[config.mk]
export PLATFORM = sky130hd
export DESIGN_NAME = cga_front
export DESIGN_NICKNAME = d
export VERILOG_FILES = /design/src/rtl/capped_gated_activation_macros.svh /design/src/rtl/cga_pkg.sv /design/src/rtl/cga_front.sv
export SDC_FILE = /design/constraint.sdc
export NUM_CORES = 1
export LEC_CHECK = 0
export BUFFER_PORTS_ARGS = -buffer_cell sky130_fd_sc_hd__buf_4
export CORE_MARGIN = 2
export CORE_UTILIZATION = 45
export DETAILED_ROUTE_END_ITERATION = 6
export SLEW_MARGIN = 20
export SYNTH_ARGS = -nofsm -noshare
export SYNTH_HDL_FRONTEND = slang
export SYNTH_SLANG_ARGS = --single-unit
export TNS_END_PERCENT = 5
[constraint.sdc]
create_clock -name clock -period 12.9 [get_ports clock]
set_clock_uncertainty 0.2 [all_clocks]
set_input_delay 1.29 -clock clock [delete_from_list [all_inputs] [get_ports clock]]
set_output_delay 1.29 -clock clock [all_outputs]
set_load 0.01 [all_outputs]
[src/rtl/capped_gated_activation_macros.svh]
// assertion macros used by the asserting top-level file
`ifndef CAPPED_GATED_ACTIVATION_MACROS_SVH
`define CAPPED_GATED_ACTIVATION_MACROS_SVH

// expression must hold at every clock edge out of reset
`define CGA_ASSERT_ALWAYS(label, clk, rst, expr) \
   label: assert property (@(posedge clk) disable iff (rst) (expr)) \
      else $error("assertion failed");

// antecedent implies consequent in the same cycle
`define CGA_ASSERT_IMPLY(label, clk, rst, ante, cons) \
   label: assert property (@(posedge clk) disable iff (rst) (ante) |-> (cons)) \
      else $error("assertion failed");

// antecedent implies consequent in the next cycle, checked through reset
`define CGA_ASSERT_NEXT(label, clk, ante, cons) \
   label: assert property (@(posedge clk) (ante) |=> (cons)) \
      else $error("assertion failed");

`endif

[src/rtl/cga_pkg.sv]
// ----------------------------------------------------------------------------
// cga_pkg
// shared types, constants and the activation breakpoint tables
// ----------------------------------------------------------------------------
package cga_pkg;

   localparam int TABLE_SEGMENTS = 64;
   localparam int SEG_BITS       = $clog2(TABLE_SEGMENTS);
   localparam int TANH_FRAC      = 26 - SEG_BITS;
   localparam int SIG_FRAC       = 15 - SEG_BITS;
   localparam int QUEUE_DEPTH    = 4;
   localparam int QPTR_BITS      = $clog2(QUEUE_DEPTH);

   localparam logic [63:0] Q30_ONE   = 64'd1 << 30;
   localparam logic [63:0] Q30_MASK  = Q30_ONE - 64'd1;
   localparam logic [63:0] E_INV_Q30 = 64'd395007542;

   // register indexes
   localparam logic [2:0] REG_GATE_CAP       = 3'd0;
   localparam logic [2:0] REG_GATE_CAP_RECIP = 3'd1;
   localparam logic [2:0] REG_UP_CAP         = 3'd2;
   localparam logic [2:0] REG_UP_CAP_RECIP   = 3'd3;
   localparam logic [14:0] BETA_RESET        = 15'd4096;

   typedef logic [30:0] cga_table_type [0:TABLE_SEGMENTS];

   // one classified item between front and back
   typedef struct packed {
      logic [30:0] tanh_arg_one;
      logic [30:0] tanh_arg_two;
      logic [15:0] gate_mag;
      logic        gate_neg;
      logic        result_neg;
      logic        zero;
      logic        last;
   } cga_item_type;

   typedef struct packed {
      logic full;
      logic empty;
   } cga_queue_status_type;

   // restoring long division for table construction, divisor below 2^63
   function automatic logic [63:0] long_div(input logic [63:0] num,
                                            input logic [63:0] den);
      logic [63:0] rem;
      logic [63:0] quo;
      rem = '0;
      quo = '0;
      for (int b = 63; b >= 0; b--) begin
         rem = {rem[62:0], num[b]};
         if (rem >= den) begin
            rem    = rem - den;
            quo[b] = 1'b1;
         end
      end
      return quo;
   endfunction

   // e^-y with y and result in q30
   function automatic logic [63:0] exp_neg_q30(input logic [63:0] y);
      logic [63:0]        n;
      logic [63:0]        f;
      logic [63:0]        term;
      logic [63:0]        r;
      logic signed [63:0] sum;
      n    = y >> 30;
      f    = y & Q30_MASK;
      term = Q30_ONE;
      sum  = $signed(Q30_ONE);
      for (int i = 1; i <= 14; i++) begin
         term = long_div((term * f) >> 30, 64'(i));
         if (i[0]) begin
            sum = sum - $signed(term);
         end else begin
            sum = sum + $signed(term);
         end
      end
      if (sum < 0) begin
         sum = 0;
      end
      r = $unsigned(sum);
      if (r > Q30_ONE) begin
         r = Q30_ONE;
      end
      for (int j = 0; j < 16; j++) begin
         if (64'(j) < n) begin
            r = (r * E_INV_Q30) >> 30;
         end
      end
      return r;
   endfunction

   // breakpoint values, tanh over [0,4] or sigmoid over [0,8]
   function automatic cga_table_type build_table(input logic use_tanh);
      cga_table_type tbl;
      logic [63:0]   e;
      logic [63:0]   v;
      for (int k = 0; k <= TABLE_SEGMENTS; k++) begin
         e = exp_neg_q30(((64'd8 * 64'(k)) << 30) >> SEG_BITS);
         if (use_tanh) begin
            v = long_div((Q30_ONE - e) << 30, Q30_ONE + e);
         end else begin
            v = long_div(Q30_ONE << 30, Q30_ONE + e);
         end
         tbl[k] = v[30:0];
      end
      return tbl;
   endfunction

   localparam cga_table_type TANH_TABLE = build_table(1'b1);
   localparam cga_table_type SIG_TABLE  = build_table(1'b0);

endpackage

[src/rtl/cga_front.sv]
// ----------------------------------------------------------------------------
// cga_front
// accepts items, takes magnitudes and signs, forms the tanh arguments
// ----------------------------------------------------------------------------
module cga_front (
   input  logic                  clock,
   input  logic                  reset,
   input  logic                  req_valid,
   output logic                  req_stall,
   input  logic signed [15:0]    req_gate_value,
   input  logic signed [15:0]    req_up_value,
   input  logic                  req_last_in,
   input  logic [14:0]           gate_cap,
   input  logic [14:0]           gate_cap_recip,
   input  logic [14:0]           up_cap,
   input  logic [14:0]           up_cap_recip,
   input  logic                  queue_full,
   output logic                  push,
   output cga_pkg::cga_item_type push_item
);
   import cga_pkg::*;

   logic         take;
   logic         vld_ff, vld_in;
   cga_item_type item_ff, item_in;
   logic [15:0]  gate_mag;
   logic [15:0]  up_mag;

   assign req_stall = vld_ff & queue_full;
   assign take      = req_valid & ~req_stall;
   assign push      = vld_ff & ~queue_full;
   assign push_item = item_ff;

   // classify the incoming item
   always_comb begin
      gate_mag = req_gate_value[15] ? 16'(-req_gate_value) : req_gate_value;
      up_mag   = req_up_value[15] ? 16'(-req_up_value) : req_up_value;
      item_in.tanh_arg_one = 31'(gate_mag) * 31'(gate_cap_recip);
      item_in.tanh_arg_two = 31'(up_mag) * 31'(up_cap_recip);
      item_in.gate_mag     = gate_mag;
      item_in.gate_neg     = req_gate_value[15];
      item_in.result_neg   = req_gate_value[15] ^ req_up_value[15];
      item_in.zero         = (gate_cap == '0) | (up_cap == '0);
      item_in.last         = req_last_in;
      vld_in               = take | (vld_ff & ~push);
   end

   always_ff @(posedge clock) begin
      if (reset) begin
         vld_ff <= 1'b0;
      end else begin
         vld_ff <= vld_in;
      end
   end

   always_ff @(posedge clock) begin
      if (take) begin
         item_ff <= item_in;
      end
   end

endmodule

==> metrics.md <==
| Metric | Value |
|---|---|
| Status | finished, final reports clean |
| First-pass GRT wire length | 74600 um |
| Tcrit/Tclk final | 0.689 |
| Initial Util | 0.453 |
| EDFF count, synth | 82 |
| 1st-iter DRT viols | 782 |
| Post-CTS Setup Inserts | 0 |
| Gr usage total | 0.210 |
| Crit start category | input port |
| DRC Markers | 0 |
| Count of warnings emitted by yosys | 0 |
| Final min period | 8.89 ns |
| Maxcap violations | 0 |
| Crit path launch | req_gate_value[0] |
| Fin nets | 2857 |
| Die area | 44700 um^2 |
| Via count | 14400 |
| Hold path start | vld_ff |
| Synth top area cells | fa_1 37%, edfxtp_1 13%, ha_1 12% |
| Net count after synthesis | 2708 |
| Post-Syn Instances | 2059 |
| CP Capture Type | register |
| Yosys top cell by area | fa_1 |
| PortBufs | 180 |
| Hold buffer count at CTS | 0 |
| Fin worst setup slack | 4.01 ns |
| 1st-pass router iterations | 5 |
| Cell Area, Synth | 19400 um^2 |
| Die extent in y | 211 um |
| Placeable Area | 42800 um^2 |
| Share of cells above drive strength 1 | 0.108 |
| Critical R2R Launch | vld_ff |
| RSZ-0062 raised after global routing | no |
| Clock Sinks | 83 |
| Maximum clock insertion buffer count | 2 |
| Top-count cell post-synth | inv_1 |
| Top FF cell, synth | edfxtp_1 |
| Die Wd | 211 um |
| Slew @ Worst Pin | 1.02 ns |
| Share of the synthesized area in the top cell type | 0.372 |
| Critical Path RT | 12.80 ns |
| Crit path max-delay family | adder cells |
| Yosys cell types | 58 |
| Crit Path Max Fanout | 18 |
| Post-DRT Antenna Nets | 0 |
| Total gr overflow | 0 |
| Layout Utilization | 0.506 |
| Clock-pin transition on the worst setup and hold timing paths | 0.07 ns |
| Crit path buffers/inverters | 6 |
| Mapped Avg Cell Area | 9.41 um^2 |
| Root Buffer | clkbuf_16 |
| Crit path DAT | 8.79 ns |
| Hold Slack | 0.483 ns |
| CTS H-tree lvls | 3 |
| HPWL after DPL | 37400 um |
| Synth-to-Final Area Change | 11.8% |
| Post-synthesis sequential area ratio | 0.128 |
| Setup tns final | 0 ns |
| Largest net degree at the start of global routing | 50 |
| Num CTS Buffers | 9 |
| F_max | 0.112 GHz |
| Routed wire length | 45400 um |
| Relative slew slack | 0.319 |
| Critical path class | input port to register |
| HP Class | register to register |
| Gpl congestion | 0.861 |
| Max-slew violations | 0 |
| Top cells by instance count after synthesis | 439 x inv_1, 360 x fa_1, 299 x and2_1, 236 x nand2_1, 192 x ha_1 |
| # diodes | 0 |
| Largest stage delay, worst path | 0.53 ns |
| Worst skew pair latency | 0.36 ns |
| Via-per-instance ratio | 5.21 |
| Final Hold Viols | 0 |
| I/O Pins | 181 |
| CTS tree | yes |
| CP max-delay cell | fa_1 |
| FF+latch count, synth | 83 |
| CP most frequent cell | fa_1 |
| Wirelength per Cell | 16.5 um |
| Number of gates resized after CTS | 0 |
| Final setup vio count | 0 |
| Rows | 76 |
| Antenna violations before repair | 0 |
| Vias in the first global route | 14800 |
| DP Worst Slack | 3.68 ns |
| Ys async rst share | 0 |
==> metrics by stage <==
step                      std cells  area, um^2
after floorplan                2059       19400
after global placement         2743       21400
after detailed placement       2743       21400
after CTS                      2759       21700
after global routing           2759       21700
final                          2759       21700
==> tightest hold or removal path, delay by kind of cell (launching register included) <==
family,cells,cell delay (ns)
and+or+nand+nor,3,0.34
DFF,1,0.31
==> cells by family (layout without fill, tap and decap cells) <==
kind of cell	Yosys count	count (layout)	synth area share
AOI/OAI and AO/OA	195	195	0.0663
adders and majority gates	552	552	0.496
xor gates and xnor gates	80	80	0.0362
and+or+nand+nor	638	638	0.174
DFF	83	83	0.128
buffers and inverters	511	665	0.0997
==> placed cells by master, fill, tap and decap left out, types with 4 or more instances in the layout <==
master / Yosys / routed
o31ai_1: 9 / 9
nand2_1: 236 / 236
o21bai_1: 8 / 8
nor3_1: 14 / 14
nand2b_1: 11 / 11
fa_1: 360 / 360
and2_1: 299 / 299
ha_1: 192 / 192
o31a_1: 4 / 4
inv_1: 439 / 439
edfxtp_1: 82 / 82
a31oi_1: 8 / 8
nand3_1: 12 / 12
nor4_1: 8 / 8
xor2_1: 20 / 19
nor2_1: 22 / 22
nor2b_1: 7 / 6
or3_1: 4 / 4
a211oi_1: 8 / 8
o211ai_1: 7 / 7
xnor2_1: 60 / 59
buf_4: 1 / 210
clkbuf_16: 0 / 9
a21o_1: 30 / 30
nand4_1: 9 / 9
a21oi_1: 53 / 53
o21ai_0: 37 / 36
o21a_1: 6 / 6
==> flip-flops by register name, indices dropped and copies added (netlist names) <==
name       cells
push_item     82
vld_ff         1
==> routing by layer <==
layer / GRT usage / vias to the layer above / wire, um
met5: 0 / - / 0
met4: 0.0342 / 0 / 489
met3: 0.0273 / 30 / 2310
met2: 0.345 / 348 / 21900
met1: 0.303 / 7360 / 20700
li1: - / 6625 / -
==> final cells by class <==
class,count,area [um^2]
well taps,546,683
clock inverters,7,65.1
inverters,439,1650
clock buffers,9,225
flip-flops and latches,83,2480
repair buffers,210,1580
fillers,4000,21100
multi-input cells,1465,15000
==> worst paths after layout <==
path / endpoint / slack (ns) / cells after the start
max: push_item[79] / 4.01 / 26
min: vld_ff / 0.48 / 3
max reg2reg: push_item[12] / 10.27 / 3
min reg2reg: vld_ff / 0.48 / 3
Power is left out: the tool's default activity adds up to more than one toggle a clock period on the data nets, which glitch-free logic cannot reach.
