### src/rtl/capped_gated_activation_macros.svh
// assertion macros used by the asserting top-level file
`ifndef CAPPED_GATED_ACTIVATION_MACROS_SVH
`define CAPPED_GATED_ACTIVATION_MACROS_SVH

// expression must hold at every clock edge out of reset
`define CGA_ASSERT_ALWAYS(label, clk, rst, expr) \
   label: assert property (@(posedge clk) disable iff (rst) (expr)) \
      else $error("assertion failed");

// antecedent implies consequent in the same cycle
`define CGA_ASSERT_IMPLY(label, clk, rst, ante, cons) \
   label: assert property (@(posedge clk) disable iff (rst) (ante) |-> (cons)) \
      else $error("assertion failed");

// antecedent implies consequent in the next cycle, checked through reset
`define CGA_ASSERT_NEXT(label, clk, ante, cons) \
   label: assert property (@(posedge clk) (ante) |=> (cons)) \
      else $error("assertion failed");

`endif

### src/rtl/cga_pkg.sv
// ----------------------------------------------------------------------------
// cga_pkg
// shared types, constants and the activation breakpoint tables
// ----------------------------------------------------------------------------
package cga_pkg;

   localparam int TABLE_SEGMENTS = 64;
   localparam int SEG_BITS       = $clog2(TABLE_SEGMENTS);
   localparam int TANH_FRAC      = 26 - SEG_BITS;
   localparam int SIG_FRAC       = 15 - SEG_BITS;
   localparam int QUEUE_DEPTH    = 4;
   localparam int QPTR_BITS      = $clog2(QUEUE_DEPTH);

   localparam logic [63:0] Q30_ONE   = 64'd1 << 30;
   localparam logic [63:0] Q30_MASK  = Q30_ONE - 64'd1;
   localparam logic [63:0] E_INV_Q30 = 64'd395007542;

   // register indexes
   localparam logic [2:0] REG_GATE_CAP       = 3'd0;
   localparam logic [2:0] REG_GATE_CAP_RECIP = 3'd1;
   localparam logic [2:0] REG_UP_CAP         = 3'd2;
   localparam logic [2:0] REG_UP_CAP_RECIP   = 3'd3;
   localparam logic [14:0] BETA_RESET        = 15'd4096;

   typedef logic [30:0] cga_table_type [0:TABLE_SEGMENTS];

   // one classified item between front and back
   typedef struct packed {
      logic [30:0] tanh_arg_one;
      logic [30:0] tanh_arg_two;
      logic [15:0] gate_mag;
      logic        gate_neg;
      logic        result_neg;
      logic        zero;
      logic        last;
   } cga_item_type;

   typedef struct packed {
      logic full;
      logic empty;
   } cga_queue_status_type;

   // restoring long division for table construction, divisor below 2^63
   function automatic logic [63:0] long_div(input logic [63:0] num,
                                            input logic [63:0] den);
      logic [63:0] rem;
      logic [63:0] quo;
      rem = '0;
      quo = '0;
      for (int b = 63; b >= 0; b--) begin
         rem = {rem[62:0], num[b]};
         if (rem >= den) begin
            rem    = rem - den;
            quo[b] = 1'b1;
         end
      end
      return quo;
   endfunction

   // e^-y with y and result in q30
   function automatic logic [63:0] exp_neg_q30(input logic [63:0] y);
      logic [63:0]        n;
      logic [63:0]        f;
      logic [63:0]        term;
      logic [63:0]        r;
      logic signed [63:0] sum;
      n    = y >> 30;
      f    = y & Q30_MASK;
      term = Q30_ONE;
      sum  = $signed(Q30_ONE);
      for (int i = 1; i <= 14; i++) begin
         term = long_div((term * f) >> 30, 64'(i));
         if (i[0]) begin
            sum = sum - $signed(term);
         end else begin
            sum = sum + $signed(term);
         end
      end
      if (sum < 0) begin
         sum = 0;
      end
      r = $unsigned(sum);
      if (r > Q30_ONE) begin
         r = Q30_ONE;
      end
      for (int j = 0; j < 16; j++) begin
         if (64'(j) < n) begin
            r = (r * E_INV_Q30) >> 30;
         end
      end
      return r;
   endfunction

   // breakpoint values, tanh over [0,4] or sigmoid over [0,8]
   function automatic cga_table_type build_table(input logic use_tanh);
      cga_table_type tbl;
      logic [63:0]   e;
      logic [63:0]   v;
      for (int k = 0; k <= TABLE_SEGMENTS; k++) begin
         e = exp_neg_q30(((64'd8 * 64'(k)) << 30) >> SEG_BITS);
         if (use_tanh) begin
            v = long_div((Q30_ONE - e) << 30, Q30_ONE + e);
         end else begin
            v = long_div(Q30_ONE << 30, Q30_ONE + e);
         end
         tbl[k] = v[30:0];
      end
      return tbl;
   endfunction

   localparam cga_table_type TANH_TABLE = build_table(1'b1);
   localparam cga_table_type SIG_TABLE  = build_table(1'b0);

endpackage

### src/rtl/cga_queue.sv
// ----------------------------------------------------------------------------
// cga_queue
// short fifo between the front and back parts
// ----------------------------------------------------------------------------
module cga_queue (
   input  logic                          clock,
   input  logic                          reset,
   input  logic                          push,
   input  cga_pkg::cga_item_type         push_item,
   input  logic                          pop,
   output cga_pkg::cga_item_type         pop_item,
   output cga_pkg::cga_queue_status_type status
);
   import cga_pkg::*;

   cga_item_type           mem_ff [0:QUEUE_DEPTH-1];
   logic [QPTR_BITS-1:0]   wr_ptr_ff, wr_ptr_in;
   logic [QPTR_BITS-1:0]   rd_ptr_ff, rd_ptr_in;
   logic [QPTR_BITS:0]     count_ff, count_in;

   // pointer and count update
   always_comb begin
      wr_ptr_in = push ? wr_ptr_ff + 1'b1 : wr_ptr_ff;
      rd_ptr_in = pop ? rd_ptr_ff + 1'b1 : rd_ptr_ff;
      count_in  = count_ff + (QPTR_BITS+1)'(push) - (QPTR_BITS+1)'(pop);
   end

   always_ff @(posedge clock) begin
      if (reset) begin
         wr_ptr_ff <= '0;
         rd_ptr_ff <= '0;
         count_ff  <= '0;
      end else begin
         wr_ptr_ff <= wr_ptr_in;
         rd_ptr_ff <= rd_ptr_in;
         count_ff  <= count_in;
      end
   end

   // storage
   always_ff @(posedge clock) begin
      if (push) begin
         mem_ff[wr_ptr_ff] <= push_item;
      end
   end

   assign pop_item     = mem_ff[rd_ptr_ff];
   assign status.full  = (count_ff == (QPTR_BITS+1)'(QUEUE_DEPTH));
   assign status.empty = (count_ff == '0);

endmodule

### config.mk
export PLATFORM = sky130hd
export DESIGN_NAME = cga_queue
export DESIGN_NICKNAME = d
export VERILOG_FILES = /design/src/rtl/capped_gated_activation_macros.svh /design/src/rtl/cga_pkg.sv /design/src/rtl/cga_queue.sv
export SDC_FILE = /design/constraint.sdc
export NUM_CORES = 1
export LEC_CHECK = 0
export BUFFER_PORTS_ARGS = -buffer_cell sky130_fd_sc_hd__buf_2
export CORE_MARGIN = 2
export CORE_UTILIZATION = 61
export CTS_CLUSTER_DIAMETER = 60
export DETAILED_ROUTE_END_ITERATION = 8
export PLACE_DENSITY = 0.82
export SYNTH_ARGS = -nofsm -noshare
export SYNTH_HDL_FRONTEND = slang
export SYNTH_SLANG_ARGS = --single-unit
### constraint.sdc
create_clock -name clock -period 5.5 [get_ports clock]
set_input_delay 1.65 -clock clock [delete_from_list [all_inputs] [get_ports clock]]
set_output_delay 1.65 -clock clock [all_outputs]
set_load 0.01 [all_outputs]
==> impl_metrics.py, run 1 <==
metrics = {
    "drt": {
        "drc_errors": 0,
        "wl_per_cell_um": 22.88,
        "drtAntennaViolNets": 0,
        "firstDrtPassIters": 4,
        "vias": 5533,
        "viasPerCell": 5.776,
        "wl_um": 21920,
        "drt_iter0_markers": 396,
    },
    "placement": {
        "dp_cells": 900,
        "globalplace.congestion": 0.7356,
        "portBuffers": 169,
        "hpwl_um": 12770,
    },
    "clocking": {
        "clock-root-buffer": "clkbuf_16",
        "clk_latency_ps": 500,
        "clock_sinks": 337,
        "clk_pin_slew_worst_paths_ps": 60,
        "cts_hold_buf": 0,
        "cts_max_level": 2,
        "clock_path_buffers": 3,
        "ctsResizeCount": 0,
        "tritoncts": "yes",
        "cts_buffers": 34,
        "post_cts_buffers": 0,
    },
    "sta": {
        "rsz0062_at_grt": "false",
        "drv_slew": 0,
        "fin_skew_ps": 10.22,
        "tns_ps": 0,
        "fmax_mhz": 253.3,
        "tightest_slew_ps": 1179,
        "hold_viol": 0,
        "period_share_pct": 71.77,
        "max-slew-margin-rel_pct": 21.41,
        "fin_crit_ps": 3947,
        "final-setup-viol-count": 0,
    },
    "floorplanning": {
        "dieWidth_um": 146.3,
        "die_h_um": 146.3,
        "initial_core_util_pct": 61.65,
        "ios": 170,
        "core_area_sq_mm": 0.02004,
        "die_area_sq_mm": 0.02141,
        "num_rows": 52,
    },
    "logic_synthesis": {
        "synth.distinct_cells": 22,
        "synth-seq-cells": 337,
        "avgSynthCellArea_sq_um": 26.29,
        "syn_area_sq_mm": 0.01235,
        "ys_seq_area_share_pct": 81.18,
        "yosysMostFrequentCell": "edfxtp_1",
        "synth.top_cells.by_area": "edfxtp_1 (80%), mux4_2 (15%), dfxtp_1 (1.5%)",
        "yosysTopAreaCell": "edfxtp_1",
        "synthesis.nets": 563,
        "netlist_top_cells_count": "edfxtp_1 (328), mux4_2 (81), dfxtp_1 (9)",
        "yosysTopAreaCellShare_pct": 79.72,
        "async_flop_share_pct": 0,
        "yosys_warnings": 0,
        "syn-instance-count": 470,
        "synthFlopType": "edfxtp_1",
        "synth_edf_count": 328,
    },
    "min_path": {
        "hp-class": "flip-flop to flip-flop",
        "worstHoldStart": "rd_ptr_ff[1]",
        "worstHoldPathCells": 2,
    },
    "global_routing": {
        "grt_antenna_before_repair": 3,
        "grt_pass1_wl_um": 33550,
        "grt_pass1_vias": 6005,
        "grt-ovfl-total": 0,
        "grtUsageTotal_pct": 20.90,
        "grt_max_degree": 83,
    },
    "critical_path": {
        "crit_arrival_ps": 2300,
        "r2r_start": "wr_ptr_ff[0]",
        "cp.required_ps": 3850,
        "critPathMaxStageDelay_ps": 1120,
        "worstSetupPathType": "flip-flop to primary output",
        "cp_cell_sequence": "mux4_2, buf_2",
        "r2r_slack_ps": 3400,
        "worstRegToRegCells": 4,
        "r2r_end": "mem_ff[2][32]",
        "worst_setup_path_end_kind": "primary output",
        "crit_fanout": 82,
        "startpoint_type": "flip-flop",
        "crit_slowest_cell": "dfxtp_4",
    },
    "outcome": {
        "status": "finished clean",
    },
    "pwr": {
        "vdd_drop_max_uv": 284.5,
        "leakagePower_nw": 4.903,
        "pwr_density_cell_mw_per_mm2": 389.6,
    },
    "layout": {
        "layout.nets": 759,
        "final_cells": 958,
        "drive_above_1_share_pct": 45.12,
        "fin_util_pct": 72.11,
        "area_delta_synth_final_pct": 16.96,
    },
    "flow_run": {
        "max_cap_viol_count": 0,
    },
}
==> state kept, by name (all words and copies together), names as in the netlist, named ones only <==
name / flops
rd_ptr_ff: 2
count_ff: 3
mem_ff: 328
wr_ptr_ff: 2
==> layout by cell type, fill, tap and decap left out <==
cell type / instances
nand3b_1: 1
clkbuf_1: 10
ha_1: 6
nor3_1: 1
buf_12: 1
clkbuf_8: 2
clkinv_1: 3
mux4_1: 1
nor2b_1: 2
fa_1: 1
mux4_2: 81
clkinv_2: 5
diode_2: 1
buf_2: 169
inv_1: 6
a21bo_2: 1
dfxtp_1: 7
xnor2_1: 2
and2_4: 4
dfxtp_4: 2
mux2i_1: 1
nor2_1: 5
xor3_1: 1
and3_1: 1
buf_4: 8
a21oi_1: 1
edfxtp_1: 328
clkbuf_16: 37
==> per-stage QoR <==
step	power (mW)	worst slack [ps]	cell area (sq um)	hold slack (ps)
floorplan	3.380	1493	12350	491.8
global placement	3.555	2050	13420	501.2
finish	5.630	1553	14450	564.0
CTS	5.681	1515	14450	553.0
detailed placement	3.583	2056	13420	537.7
global route	5.810	1433	14450	589.9
==> worst max-delay path by stage <==
stage                    to  slack (ps)  cells past startpoint
4_1_cts        pop_item[39]        1520                      2
6_report       pop_item[64]        1550                      2
2_1_floorplan  mem_ff[0][0]        1490                      1
5_1_grt        pop_item[39]        1430                      2
3_5_place_dp   pop_item[64]        2060                      2
3_3_place_gp   pop_item[39]        2050                      2
==> kinds of logic after synthesis <==
logic type | Yosys count | share of synthesized area, %
muxes | 83 | 15.06
xor gates and xnor gates | 3 | 0.3342
AOI/OAI and AO/OA | 2 | 0.1215
DFF | 337 | 81.18
buffers and inverters | 24 | 1.924
adders and majority gates | 7 | 0.7697
and+or+nand+nor | 14 | 0.6076
==> area by class of cell <==
| cell class | instances | area, sq um |
|---|---|---|
| Inverter | 6 | 22.52 |
| Clock inverter | 8 | 36.28 |
| Clock buffer | 49 | 991.0 |
| Fill cell | 1164 | 5589 |
| Antenna cell | 1 | 2.502 |
| Tap cell | 270 | 337.8 |
| Sequential cell | 337 | 10040 |
| Multi-Input combinational cell | 109 | 2097 |
| Timing Repair Buffer | 178 | 925.9 |
==> report_power, final <==
part,internal [mW],switching [mW]
clock,1.25,0.860
sequential,2.95,0.0510
combinational,0.249,0.272
==> metal layers <==
metal / up-vias / wire [um] / global-route usage [%]
li1: 2404 / - / -
met1: 2872 / 8629 / 28.67
met2: 206 / 11080 / 34.17
met3: 47 / 1652 / 5.156
met4: 4 / 533 / 6.408
met5: - / 27 / 0
==> critical path: cells and delay by family, from the launching register on <==
family | cells | cell delay (ps)
flip-flops | 1 | 1120
buffers and inverters | 1 | 170
multiplexers | 1 | 460
No activity file was read; power rests on OpenSTA's default activity.
==> inputs of run 2 (changes only) <==
Settings changed: ABC_AREA set to 1, CORE_UTILIZATION 61 to 57, PLACE_DENSITY 0.82 to 0.77.
Clock period 5.5 ns to 3.8 ns, I/O delays scaled along.
==> run 2 against run 1 <==
Against the previous run:
- worst hold slack lost 96 ps
- setup slack lost 920 ps
- clock-buffer cell count decreased by 3
- via count rose by 41%
- critical path type unchanged
- critical endpoint is now pop_item[80]
- largest cell class unchanged
==> impl_metrics.py, run 2 <==
metrics = {
    "floorplanning": {
        "die_h_um": 156.4,
        "num_rows": 55,
        "ios": 170,
        "core_area_sq_mm": 0.02271,
        "die_area_sq_mm": 0.02447,
        "dieWidth_um": 156.4,
        "initial_core_util_pct": 58.31,
    },
    "sta": {
        "max-slew-margin-rel_pct": 58.96,
        "setup_ws_ps": 634.2,
        "tightest_slew_ps": 615.5,
        "fin_skew_ps": 10.33,
        "final-setup-viol-count": 0,
        "tns_ps": 0,
        "period_share_pct": 83.31,
        "whs_ps": 467.7,
        "fmax_mhz": 315.9,
        "rsz0062_at_grt": "false",
        "fin_crit_ps": 3166,
        "hold_viol": 0,
        "drv_slew": 0,
    },
    "layout": {
        "fillers": 1552,
        "largest_register_ffs": 328,
        "drive_above_1_share_pct": 19.85,
        "layout.nets": 1273,
        "fin_area_sq_mm": 0.01553,
        "top_register": "mem_ff",
        "area_delta_synth_final_pct": 17.25,
        "reg_top3": "mem_ff x328, count_ff x3",
        "layout_commonest_cell": "edfxtp_1",
        "final_cell_mix": "edfxtp_1 (328), inv_1 (176), nand2_1 (172)",
    },
    "drt": {
        "drt_iter0_markers": 468,
        "wl_per_cell_um": 16.08,
        "firstDrtPassIters": 5,
        "viasPerCell": 5.227,
        "vias": 7794,
        "drtAntennaViolNets": 0,
        "wl_um": 23980,
        "drc_errors": 0,
    },
    "critical_path": {
        "crit_arrival_ps": 2030,
        "worst_setup_path_end_kind": "primary output",
        "startpoint_type": "flip-flop",
        "cp.required_ps": 2660,
        "crit_fanout": 40,
        "worstSetupPathType": "flip-flop to primary output",
    },
    "placement": {
        "globalplace.congestion": 0.7368,
        "hpwl_um": 14240,
        "pre_cts_ws_ps": 1150,
        "post_dp_cell_area_sq_mm": 0.01439,
        "portBuffers": 169,
    },
    "flow_run": {
        "max_cap_viol_count": 0,
    },
    "global_routing": {
        "busiest_layer": "met2",
        "grt_pass1_wl_um": 37350,
        "grt_pass1_vias": 7481,
        "grt-ovfl-total": 0,
        "grtUsageMet2_pct": 33.44,
        "grt_util_met3_pct": 5.012,
        "grtUsageTotal_pct": 19.61,
        "grt_max_degree": 86,
        "gr-usage-met1_pct": 25.15,
        "grt_antenna_before_repair": 4,
    },
    "logic_synthesis": {
        "async_flop_share_pct": 0,
        "yosysMostFrequentCell": "edfxtp_1",
        "synth.distinct_cells": 15,
        "yosysTopAreaCellShare_pct": 74.38,
        "netlist_top_cells_count": "edfxtp_1 (328), inv_1 (180), nand2_1 (172)",
        "syn_area_sq_mm": 0.01324,
        "yosysTopAreaCell": "edfxtp_1",
        "avgSynthCellArea_sq_um": 13.09,
        "synth-seq-cells": 337,
        "ys_seq_area_share_pct": 75.74,
        "syn-instance-count": 1012,
        "synth.top_cells.by_area": "edfxtp_1 (74%), inv_1 (5.1%), nand2_1 (4.9%)",
        "synthesis.nets": 1105,
        "synth_edf_count": 328,
        "synthFlopType": "edfxtp_1",
        "yosys_warnings": 0,
    },
    "clocking": {
        "clk_latency_ps": 490,
        "cts_max_level": 2,
        "clk_pin_slew_worst_paths_ps": 60,
        "clock_sinks": 337,
        "clock-root-buffer": "clkbuf_16",
        "cts_hold_buf": 0,
        "tritoncts": "yes",
        "ctsResizeCount": 0,
        "post_cts_buffers": 0,
        "clock_path_buffers": 3,
        "cts_buffers": 34,
    },
    "min_path": {
        "hp-class": "flip-flop to flip-flop",
    },
    "pwr": {
        "leakagePower_nw": 6.106,
        "switchingPower_mw": 1.806,
        "vdd_drop_max_uv": 352.3,
        "p_comb_share_pct": 8.8,
        "p_clk_share_pct": 39.6,
        "seqPwrFrac_pct": 51.6,
        "power.total_mw": 8.340,
        "p_int_mw": 6.534,
        "pwr_density_cell_mw_per_mm2": 537.1,
        "swShare_pct": 21.66,
    },
    "outcome": {
        "status": "finished clean",
    },
}
-- run 2: cell count changes after synthesis, sizes merged, moves of 5 or more --
cell	delta
clkbuf	+5
o211ai	+82
buf	+31
a21oi	+87
mux4	-82
nand2	+172
o21ai	+86
inv	+174
-- run 2: cells by family (layout without fill, tap and decap cells) --
family	after synthesis	after routing	share of synthesized area [%]
flops	337	337	75.74
compound gates	256	256	11.22
other cells	0	2	0
simple gates	178	178	5.064
buf+inv	234	426	7.256
fa+ha+maj	7	7	0.7181
-- run 2: final timing paths --
kind	slack, ps	to	start	cells after the start
worst max-delay path	630	pop_item[80]	flip-flop	5
worst min-delay path	470	flip-flop	rd_ptr_ff[1]	2
worst max register to register	2000	mem_ff[0][61]	wr_ptr_ff[0]	5
worst min register to register	470	flip-flop	rd_ptr_ff[1]	2
-- run 2: layout make-up --
| class | instances | area [sq um] | area share (%) |
|---|---|---|---|
| Inverter | 180 | 685.7 | 4.416 |
| Antenna cell | 2 | 5.005 | 0.03223 |
| Clock inverter | 14 | 140.1 | 0.9025 |
| Clock buffer | 46 | 989.7 | 6.374 |
| Timing Repair Buffer | 186 | 1061 | 6.833 |
| Tap cell | 285 | 356.6 | 2.297 |
| Sequential cell | 337 | 10040 | 64.64 |
| Multi-Input combinational cell | 441 | 2252 | 14.50 |
-- run 2: metal layers --
layer / wire [um] / share of wire (%)
met1: 10100 / 42
met2: 11660 / 49
met3: 1654 / 6.9
met5: 34 / 0.14
met4: 529 / 2.2
-- run 2: metrics by stage --
| stage | util, % | cells |
|---|---|---|
| global placement | 63.38 | 1429 |
| finish | 68.37 | 1491 |
| global route | 68.35 | 1489 |
| floorplan | - | 1012 |
| detailed placement | 63.38 | 1429 |
| CTS | 68.35 | 1489 |
-- run 2: worst max-delay path: stages (launching register included) --
cell and delay, ps:
dfxtp_4 660, buf_4 450, a21oi_1 90, o21ai_0 120
nand2_1 70, buf_2 140
-- run 2: power groups by stage --
stage | Sequential [mW] | Clock (mW) | Combinational (mW)
global placement | 4.38 | 0 | 0.721
global route | 4.32 | 3.50 | 0.828
CTS | 4.31 | 3.36 | 0.746
finish | 4.31 | 3.30 | 0.735
floorplan | 4.37 | 0 | 0.443
detailed placement | 4.38 | 0 | 0.740
